`src/assert_macros.svh`:
```
`ifndef ASSERT_MACROS_SVH
`define ASSERT_MACROS_SVH

// implication checked at every rising edge outside reset
`define XMCR_ASSERT(label, clk, rstn, prop, msg) \
    label: assert property (@(posedge clk) disable iff (!(rstn)) (prop)) else $error(msg);

// condition that must never be seen outside reset
`define XMCR_NEVER(label, clk, rstn, cond, msg) \
    label: assert property (@(posedge clk) disable iff (!(rstn)) !(cond)) else $error(msg);

`endif

```
`src/xmcr_pkg.sv`:
```
`timescale 1ns / 1ps
`default_nettype none
package xmcr_pkg;

    localparam int PACKET_BYTES_DEF = 128;
    localparam int IDX_W            = 7;
    localparam int CAN_BEATS        = 3;

    localparam logic [7:0] RETRY_RESET = 8'd10;

    localparam logic [7:0] CODE_SOH = 8'h01;
    localparam logic [7:0] CODE_EOT = 8'h04;
    localparam logic [7:0] CODE_ACK = 8'h06;
    localparam logic [7:0] CODE_NAK = 8'h15;
    localparam logic [7:0] CODE_CAN = 8'h18;

    localparam logic [2:0] ACT_BYTE   = 3'd0;
    localparam logic [2:0] ACT_TICK   = 3'd1;
    localparam logic [2:0] ACT_BEGIN  = 3'd2;
    localparam logic [2:0] ACT_END    = 3'd3;
    localparam logic [2:0] ACT_CANCEL = 3'd4;

    localparam logic [2:0] ST_OK       = 3'd0;
    localparam logic [2:0] ST_NAK      = 3'd1;
    localparam logic [2:0] ST_CANCEL   = 3'd2;
    localparam logic [2:0] ST_FINISHED = 3'd3;
    localparam logic [2:0] ST_TIMEOUT  = 3'd4;

    localparam logic REG_RETRY_LIMIT = 1'b0;

    typedef enum logic [2:0] {
        PH_IDLE,
        PH_BLOCK,
        PH_COMPL,
        PH_DATA,
        PH_SUM
    } phase_t;

    typedef struct packed {
        logic [2:0] action;
        logic [7:0] rx_byte;
        logic [7:0] expected_block;
    } xmcr_in_t;

    typedef struct packed {
        logic             send_valid;
        logic [7:0]       send_byte;
        logic             data_valid;
        logic [7:0]       data_byte;
        logic [IDX_W-1:0] data_index;
        logic             done_res;
        logic [2:0]       status;
        logic             last;
    } xmcr_res_t;

    // one token per processed item that has a result; a cancel expands to three beats
    typedef struct packed {
        logic      valid;
        logic      triple;
        xmcr_res_t res;
    } xmcr_tok_t;

endpackage
`default_nettype wire

```
`src/xmcr_core.sv`:
```
`timescale 1ns / 1ps
`default_nettype none
module xmcr_core
    import xmcr_pkg::*;
#(
    parameter int PACKET_BYTES = PACKET_BYTES_DEF
) (
    input  wire logic      aclk,
    input  wire logic      aresetn,
    input  wire logic      take,
    input  wire xmcr_in_t  item,
    input  wire logic [7:0] retry_limit,
    output xmcr_tok_t      tok
);

    localparam int CNT_W = $clog2(PACKET_BYTES);
    localparam logic [CNT_W-1:0] CNT_LAST = CNT_W'(PACKET_BYTES - 1);

    phase_t           phase_reg, phase_next;
    logic [CNT_W-1:0] count_reg, count_next;
    logic [7:0]       sum_reg, sum_next;
    logic             match_reg, match_next;
    logic [7:0]       attempt_reg, attempt_next;
    logic [7:0]       expect_reg, expect_next;

    logic [7:0] limit;
    logic [7:0] attempt_inc;
    logic       miss_end;
    logic       compl_ok;

    assign limit       = (retry_limit == 8'd0) ? 8'd1 : retry_limit;
    assign attempt_inc = attempt_reg + 8'd1;
    assign miss_end    = attempt_inc >= limit;
    assign compl_ok    = match_reg && ((~item.rx_byte) == expect_reg);

    // next state
    always_comb begin
        logic go_idle;
        logic miss;
        go_idle      = 1'b0;
        miss         = 1'b0;
        phase_next   = phase_reg;
        count_next   = count_reg;
        sum_next     = sum_reg;
        match_next   = match_reg;
        attempt_next = attempt_reg;
        expect_next  = expect_reg;
        if (take) begin
            unique case (item.action) inside
                ACT_BEGIN, ACT_END, ACT_CANCEL: go_idle = 1'b1;
                ACT_TICK: begin
                    if (phase_reg == PH_IDLE) miss = 1'b1;
                    else go_idle = 1'b1;
                end
                ACT_BYTE: begin
                    unique case (phase_reg)
                        PH_IDLE: begin
                            if (item.rx_byte == CODE_SOH) begin
                                expect_next = item.expected_block;
                                count_next  = '0;
                                sum_next    = '0;
                                match_next  = 1'b0;
                                phase_next  = PH_BLOCK;
                            end else if (item.rx_byte == CODE_CAN ||
                                         item.rx_byte == CODE_EOT) begin
                                go_idle = 1'b1;
                            end else begin
                                miss = 1'b1;
                            end
                        end
                        PH_BLOCK: begin
                            match_next = item.rx_byte == expect_reg;
                            phase_next = PH_COMPL;
                        end
                        PH_COMPL: begin
                            if (compl_ok) begin
                                count_next = '0;
                                sum_next   = '0;
                                phase_next = PH_DATA;
                            end else begin
                                go_idle = 1'b1;
                            end
                        end
                        PH_DATA: begin
                            sum_next = sum_reg + item.rx_byte;
                            if (count_reg == CNT_LAST) phase_next = PH_SUM;
                            else count_next = count_reg + 1'b1;
                        end
                        PH_SUM:  go_idle = 1'b1;
                        default: go_idle = 1'b1;
                    endcase
                end
                default: ;
            endcase
        end
        if (miss) begin
            if (miss_end) go_idle = 1'b1;
            else attempt_next = attempt_inc;
        end
        if (go_idle) begin
            phase_next   = PH_IDLE;
            count_next   = '0;
            sum_next     = '0;
            match_next   = 1'b0;
            attempt_next = '0;
        end
    end

    // result token
    always_comb begin
        tok          = '0;
        tok.res.last = 1'b1;
        if (take) begin
            unique case (item.action) inside
                ACT_BEGIN: begin
                    tok.valid             = 1'b1;
                    tok.res.send_valid    = 1'b1;
                    tok.res.send_byte     = CODE_NAK;
                end
                ACT_END: begin
                    tok.valid             = 1'b1;
                    tok.res.send_valid    = 1'b1;
                    tok.res.send_byte     = CODE_ACK;
                end
                ACT_CANCEL: begin
                    tok.valid             = 1'b1;
                    tok.triple            = 1'b1;
                    tok.res.send_valid    = 1'b1;
                    tok.res.send_byte     = CODE_CAN;
                end
                ACT_TICK: begin
                    tok.valid             = 1'b1;
                    tok.res.send_valid    = 1'b1;
                    tok.res.send_byte     = CODE_NAK;
                    if (phase_reg != PH_IDLE || miss_end) begin
                        tok.res.done_res  = 1'b1;
                        tok.res.status    = ST_TIMEOUT;
                    end
                end
                ACT_BYTE: begin
                    unique case (phase_reg)
                        PH_IDLE: begin
                            if (item.rx_byte == CODE_CAN) begin
                                tok.valid            = 1'b1;
                                tok.res.done_res     = 1'b1;
                                tok.res.status       = ST_CANCEL;
                            end else if (item.rx_byte == CODE_EOT) begin
                                tok.valid            = 1'b1;
                                tok.res.done_res     = 1'b1;
                                tok.res.status       = ST_FINISHED;
                            end else if (item.rx_byte != CODE_SOH) begin
                                tok.valid            = 1'b1;
                                tok.res.send_valid   = 1'b1;
                                tok.res.send_byte    = CODE_NAK;
                                if (miss_end) begin
                                    tok.res.done_res = 1'b1;
                                    tok.res.status   = ST_TIMEOUT;
                                end
                            end
                        end
                        PH_BLOCK: ;
                        PH_COMPL: begin
                            if (!compl_ok) begin
                                tok.valid          = 1'b1;
                                tok.res.send_valid = 1'b1;
                                tok.res.send_byte  = CODE_NAK;
                                tok.res.done_res   = 1'b1;
                                tok.res.status     = ST_NAK;
                            end
                        end
                        PH_DATA: begin
                            tok.valid          = 1'b1;
                            tok.res.data_valid = 1'b1;
                            tok.res.data_byte  = item.rx_byte;
                            tok.res.data_index = IDX_W'(count_reg);
                        end
                        PH_SUM: begin
                            tok.valid          = 1'b1;
                            tok.res.send_valid = 1'b1;
                            tok.res.done_res   = 1'b1;
                            if (item.rx_byte == sum_reg) begin
                                tok.res.send_byte = CODE_ACK;
                                tok.res.status    = ST_OK;
                            end else begin
                                tok.res.send_byte = CODE_NAK;
                                tok.res.status    = ST_NAK;
                            end
                        end
                        default: ;
                    endcase
                end
                default: ;
            endcase
        end
    end

    always_ff @(posedge aclk) begin
        if (!aresetn) begin
            phase_reg   <= PH_IDLE;
            count_reg   <= '0;
            sum_reg     <= '0;
            match_reg   <= 1'b0;
            attempt_reg <= '0;
            expect_reg  <= '0;
        end else begin
            phase_reg   <= phase_next;
            count_reg   <= count_next;
            sum_reg     <= sum_next;
            match_reg   <= match_next;
            attempt_reg <= attempt_next;
            expect_reg  <= expect_next;
        end
    end

endmodule
`default_nettype wire

```
`src/xmcr_out.sv`:
```
`timescale 1ns / 1ps
`default_nettype none
module xmcr_out
    import xmcr_pkg::*;
(
    input  wire logic      aclk,
    input  wire logic      aresetn,
    input  wire xmcr_tok_t tok,
    output logic           room,
    output logic           m_valid,
    input  wire logic      m_ready,
    output xmcr_res_t      m_data
);

    localparam int REP_W = $clog2(CAN_BEATS);
    localparam logic [REP_W-1:0] REP_LAST = REP_W'(CAN_BEATS - 1);

    xmcr_tok_t        q_reg [2];
    logic             wr_ptr_reg, wr_ptr_next;
    logic             rd_ptr_reg, rd_ptr_next;
    logic [1:0]       cnt_reg, cnt_next;
    logic [REP_W-1:0] rep_reg, rep_next;

    xmcr_tok_t head;
    logic      head_last;
    logic      beat;
    logic      deq;

    assign head      = q_reg[rd_ptr_reg];
    assign head_last = !head.triple || (rep_reg == REP_LAST);
    assign room      = cnt_reg != 2'd2;
    assign m_valid   = cnt_reg != 2'd0;
    assign beat      = m_valid && m_ready;
    assign deq       = beat && head_last;

    always_comb begin
        m_data      = head.res;
        m_data.last = head_last;
    end

    always_comb begin
        wr_ptr_next = wr_ptr_reg;
        rd_ptr_next = rd_ptr_reg;
        cnt_next    = cnt_reg;
        rep_next    = rep_reg;
        if (tok.valid) wr_ptr_next = !wr_ptr_reg;
        if (deq) rd_ptr_next = !rd_ptr_reg;
        case ({tok.valid, deq})
            2'b10:   cnt_next = cnt_reg + 2'd1;
            2'b01:   cnt_next = cnt_reg - 2'd1;
            default: cnt_next = cnt_reg;
        endcase
        // a cancel beat stays at the head until all its copies went out
        if (deq) rep_next = '0;
        else if (beat) rep_next = rep_reg + 1'b1;
    end

    always_ff @(posedge aclk) begin
        if (tok.valid) q_reg[wr_ptr_reg] <= tok;
    end

    always_ff @(posedge aclk) begin
        if (!aresetn) begin
            wr_ptr_reg <= 1'b0;
            rd_ptr_reg <= 1'b0;
            cnt_reg    <= '0;
            rep_reg    <= '0;
        end else begin
            wr_ptr_reg <= wr_ptr_next;
            rd_ptr_reg <= rd_ptr_next;
            cnt_reg    <= cnt_next;
            rep_reg    <= rep_next;
        end
    end

endmodule
`default_nettype wire

```
`src/xmodem_checksum_packet_receiver.sv`:
```
// path: an accepted beat passes the input stage register and the result queue before it can leave
// throughput: one input beat per cycle while the result queue has room; a cancel holds the result side for three beats
// the rate is set by the two-entry result queue, which keeps one token per item that has a result
// reset: synchronous, active low; clears the receive state, queue and input stage,
// and sets retry_limit to 10
`timescale 1ns / 1ps
`default_nettype none
`include "assert_macros.svh"
module xmodem_checksum_packet_receiver
    import xmcr_pkg::*;
#(
    parameter int PACKET_BYTES = PACKET_BYTES_DEF
) (
    input  wire logic        aclk,
    input  wire logic        aresetn,
    input  wire logic        s_valid,
    output logic             s_ready,
    input  wire xmcr_in_t    s_data,
    output logic             m_valid,
    input  wire logic        m_ready,
    output xmcr_res_t        m_data,
    input  wire logic        psel,
    input  wire logic        penable,
    input  wire logic        pwrite,
    input  wire logic [2:0]  paddr,
    input  wire logic [31:0] pwdata,
    output logic [31:0]      prdata,
    output logic             pready
);

    logic       in_vld_reg, in_vld_next;
    xmcr_in_t   in_reg, in_next;
    logic [7:0] retry_reg, retry_next;

    logic      take;
    logic      room;
    logic      cfg_we;
    xmcr_tok_t tok;

    assign pready  = 1'b1;
    assign cfg_we  = psel && penable && pwrite && (paddr[2] == REG_RETRY_LIMIT);
    assign prdata  = (paddr[2] == REG_RETRY_LIMIT) ? {24'd0, retry_reg} : 32'd0;

    assign take    = in_vld_reg && room;
    assign s_ready = !in_vld_reg || take;

    always_comb begin
        in_vld_next = in_vld_reg;
        in_next     = in_reg;
        retry_next  = retry_reg;
        if (s_ready) in_vld_next = s_valid;
        if (s_valid && s_ready) in_next = s_data;
        if (cfg_we) retry_next = pwdata[7:0];
    end

    always_ff @(posedge aclk) begin
        in_reg <= in_next;
    end

    always_ff @(posedge aclk) begin
        if (!aresetn) begin
            in_vld_reg <= 1'b0;
            retry_reg  <= RETRY_RESET;
        end else begin
            in_vld_reg <= in_vld_next;
            retry_reg  <= retry_next;
        end
    end

    xmcr_core #(
        .PACKET_BYTES(PACKET_BYTES)
    ) u_core (
        .aclk       (aclk),
        .aresetn    (aresetn),
        .take       (take),
        .item       (in_reg),
        .retry_limit(retry_reg),
        .tok        (tok)
    );

    xmcr_out u_out (
        .aclk   (aclk),
        .aresetn(aresetn),
        .tok    (tok),
        .room   (room),
        .m_valid(m_valid),
        .m_ready(m_ready),
        .m_data (m_data)
    );

    `XMCR_ASSERT(a_index_range, aclk, aresetn, (m_valid && m_data.data_valid) |-> (int'(m_data.data_index) < PACKET_BYTES), "data index beyond packet")
    `XMCR_NEVER(a_send_and_data, aclk, aresetn, m_valid && m_data.send_valid && m_data.data_valid, "reply and payload in one beat")
    `XMCR_ASSERT(a_cancel_run, aclk, aresetn, (m_valid && m_ready && !m_data.last && m_data.send_byte == CODE_CAN) |=> (m_valid && m_data.send_byte == CODE_CAN), "cancel run broken")
    `XMCR_ASSERT(a_ok_acks, aclk, aresetn, (m_valid && m_data.done_res && m_data.status == ST_OK) |-> (m_data.send_valid && m_data.send_byte == CODE_ACK), "ok status without ack")

endmodule
`default_nettype wire

```
`config.mk`:
```
export PLATFORM = sky130hd
export DESIGN_NAME = xmodem_checksum_packet_receiver
export DESIGN_NICKNAME = d
export VERILOG_FILES = /design/src/xmcr_pkg.sv /design/src/xmcr_core.sv /design/src/xmcr_out.sv /design/src/xmodem_checksum_packet_receiver.sv
export VERILOG_INCLUDE_DIRS = /design/src /design/src/src
export SDC_FILE = /design/constraint.sdc
export NUM_CORES = 1
export LEC_CHECK = 0
export BUFFER_PORTS_ARGS = -buffer_cell sky130_fd_sc_hd__buf_2
export CAP_MARGIN = 10
export CELL_PAD_IN_SITES_DETAIL_PLACEMENT = 0
export CELL_PAD_IN_SITES_GLOBAL_PLACEMENT = 1
export CORE_ASPECT_RATIO = 0.8
export CORE_UTILIZATION = 46
export DETAILED_ROUTE_END_ITERATION = 8
export PLACE_DENSITY_LB_ADDON = 0.1
export SETUP_SLACK_MARGIN = 0.2
export SYNTH_ARGS = -nofsm -noshare
export SYNTH_HDL_FRONTEND = slang
export SYNTH_SLANG_ARGS = --single-unit
export TNS_END_PERCENT = 30
```
`constraint.sdc`:
```
create_clock -name aclk -period 6.2 [get_ports aclk]
set_input_delay 0.31 -clock aclk [delete_from_list [all_inputs] [get_ports aclk]]
set_output_delay 0.31 -clock aclk [all_outputs]
set_load 0.02 [all_outputs]
```
==> metrics.md <==
| Metric | Value |
|---|---|
| Status | `finished, final reports clean` |
| IO Count | `126` |
| Final Non-Filler Cells | `815` |
| Synth area leader | `edfxtp_1` |
| Crit Path Category | `reg2reg` |
| Final hold violations | `0` |
| Crit path max fanout | `27` |
| Max Slew Vio Count | `0` |
| Clock root cell | `clkbuf_16` |
| Final Util | `54.92%` |
| Slowest-stage cell, CP | `a211o_1` |
| Number of diodes | `0` |
| Delay-heaviest family, CP | `simple AND/OR/NAND/NOR gates` |
| Synth unique cells | `61` |
| Final worst-path cycle share | `57.68%` |
| Layout Area Growth over Synthesis | `15.67%` |
| Endpoint class of the critical path | `flip-flop` |
| Post-synth ARST share | `0%` |
| CTS tree | `done` |
| Ys Warns | `0` |
| GR Util All Layers | `18.16%` |
| CTS Buffer Depth | `2` |
| H-tree levels | `4` |
| Post-placement cell area | `0.006543 mm^2` |
| P_leak | `2.673 nW` |
| Top post-synthesis cells by area | `edfxtp_1, dfxtp_1, mux2_2` |
| Setup-violating endpoint count in the final report | `0` |
| RSZ-0062 raised after global routing | `no` |
| Core Region | `0.01296 mm^2` |
| Most common cell after layout, fill and taps aside | `edfxtp_1` |
| Clock transition at path regs | `0.06 ns` |
| CTS sink cnt | `124` |
| IO buf count | `71` |
| Worst Path Buf+Inv | `1` |
| Final setup skew | `0.007237 ns` |
| Num CTS Buffers | `17` |
| Fin worst setup slack | `2.624 ns` |
| First-pass GRT wire length | `19.44 mm` |
| GP Congestion | `0.8219` |
| Die area | `0.01385 mm^2` |
| Worst path cell trace | `ha_1 > nand3_1 > inv_1 > nand3_1 > xnor2_1 > ha_1 > o21a_1 > nor2_1 > or4_1 > nand2_1 > a211o_1 > nor3_1` |
| Pwr Total | `2.021 mW` |
| First-pass DRT Iterations | `4` |
| Initial core utilization | `47.48%` |
| Top FF cell, synth | `edfxtp_1` |
| Final ANT Viol Nets | `0` |
| Yosys reg bits | `124` |
| Setup_tns | `0 ns` |
| Worst-Margin Slew | `1.217 ns` |
| Slew headroom | `18.85%` |
| Total Wirelength | `11.90 mm` |
| Post-route cell area | `0.007119 mm^2` |
| Post-CTS Setup Inserts | `0` |
| Worst slack, placed | `2.588 ns` |
| DRC viols | `0` |
| Via/cell ratio | `5.123` |
| DR vias | `4175` |
| Max reg flops | `54` |
| Vias in the first global route | `3963` |
| # hold bufs at CTS | `0` |
| Largest net degree at the start of global routing | `29` |
| Die H | `105.5 um` |
| Netlist Area Pre-Place | `0.006155 mm^2` |
| Worst hold path class | `in2reg` |
| Slowest cell delay on critical path | `0.96 ns` |
| Inst Count DP | `784` |
| Max rail drop VDD | `262.8 uV` |
| Row cnt | `37` |
| Final net count | `709` |
| PwrDens | `283.9 mW/mm^2` |
| Layout cells sized above 1 | `23.75%` |
| Post-layout min period | `3.576 ns` |
| Most frequent cells in the layout | `edfxtp_1, buf_2, dfxtp_1` |
| Initial DRC count | `208` |
| Post-DP HPWL | `8.345 mm` |
| CTS resizes | `0` |
| Chip width | `131.3 um` |
| Total congestion overflow | `0` |
| Fmax | `279.6 MHz` |
| Register area share after synthesis | `52.21%` |
| Initial antenna violation count | `0` |
| Clk Latency, worst-skew pair | `0.41 ns` |
| Critical Path AT | `3.82 ns` |
| Worst Path Required | `6.44 ns` |
| Max-cap viol count | `0` |
| Number of synthesized flops with an enable pin | `73` |
| Synth Area per Inst | `11.05 um^2` |
| Top-area cell type share of the netlist area | `35.62%` |
| Startpoint types | `flip-flop` |
| Hold_ws | `0.07458 ns` |
| Syn Inst Count | `557` |
| DR WL/cell | `14.60 um` |
layer usage:
layer  GRT usage (%)  wire, um  vias up
met1           23.96      5860     1970
met3           6.397       714        2
met5               0         0        -
li1                -         -     2084
met2           28.42      5294      119
met4           4.651        34        0
cells by family (layout without fill, tap and decap cells):
| kind of cell | after synthesis | in the layout | synth area share, % |
|---|---|---|---|
| XOR/XNOR | 28 | 28 | 3.984 |
| adder cells (fa/ha/maj) | 20 | 20 | 4.188 |
| flip-flops | 124 | 124 | 52.21 |
| AND/OR/NAND/NOR | 195 | 195 | 17.34 |
| multiplexers | 37 | 37 | 6.566 |
| other | 2 | 28 | 0.1220 |
| buffers and inverters | 67 | 124 | 6.282 |
| AO/OA/AOI/OAI | 84 | 84 | 9.311 |
where the power goes:
part / total, mW / internal [mW] / switching, mW
logic: 0.154 / 0.0587 / 0.0951
registers: 0.909 / 0.891 / 0.0179
clock network: 0.958 / 0.610 / 0.349
layout make-up:
cell class | count | area (um^2)
fill | 1131 | 5843
sequential | 124 | 3213
multi-input combinational | 392 | 2658
clock buffer | 21 | 460.4
timing repair buffer | 75 | 385.4
tap | 175 | 219.0
clock inverter | 10 | 116.4
inverter | 18 | 67.56
synth_stat cells (all sizes together), types with 16 or more instances:
library cell / count
edfxtp: 73
dfxtp: 51
nor2: 42
nand2: 38
buf: 34
mux2: 27
a21oi: 26
and2: 22
xnor2: 22
ha: 19
inv: 18
nor2b: 16
worst paths after layout:
| path | from | end | slack, ns | depth (start not counted) |
|---|---|---|---|---|
| max reg2reg | u_core.attempt_reg[0] | u_core.phase_reg[1] | 2.62 | 12 |
| min | s_data[2] | in_reg[2] | 0.07 | 1 |
| max | u_core.attempt_reg[0] | u_core.phase_reg[1] | 2.62 | 12 |
| min reg2reg | retry_reg[7] | retry_reg[7] | 0.47 | 2 |
Power figures use the tool's default switching activity.
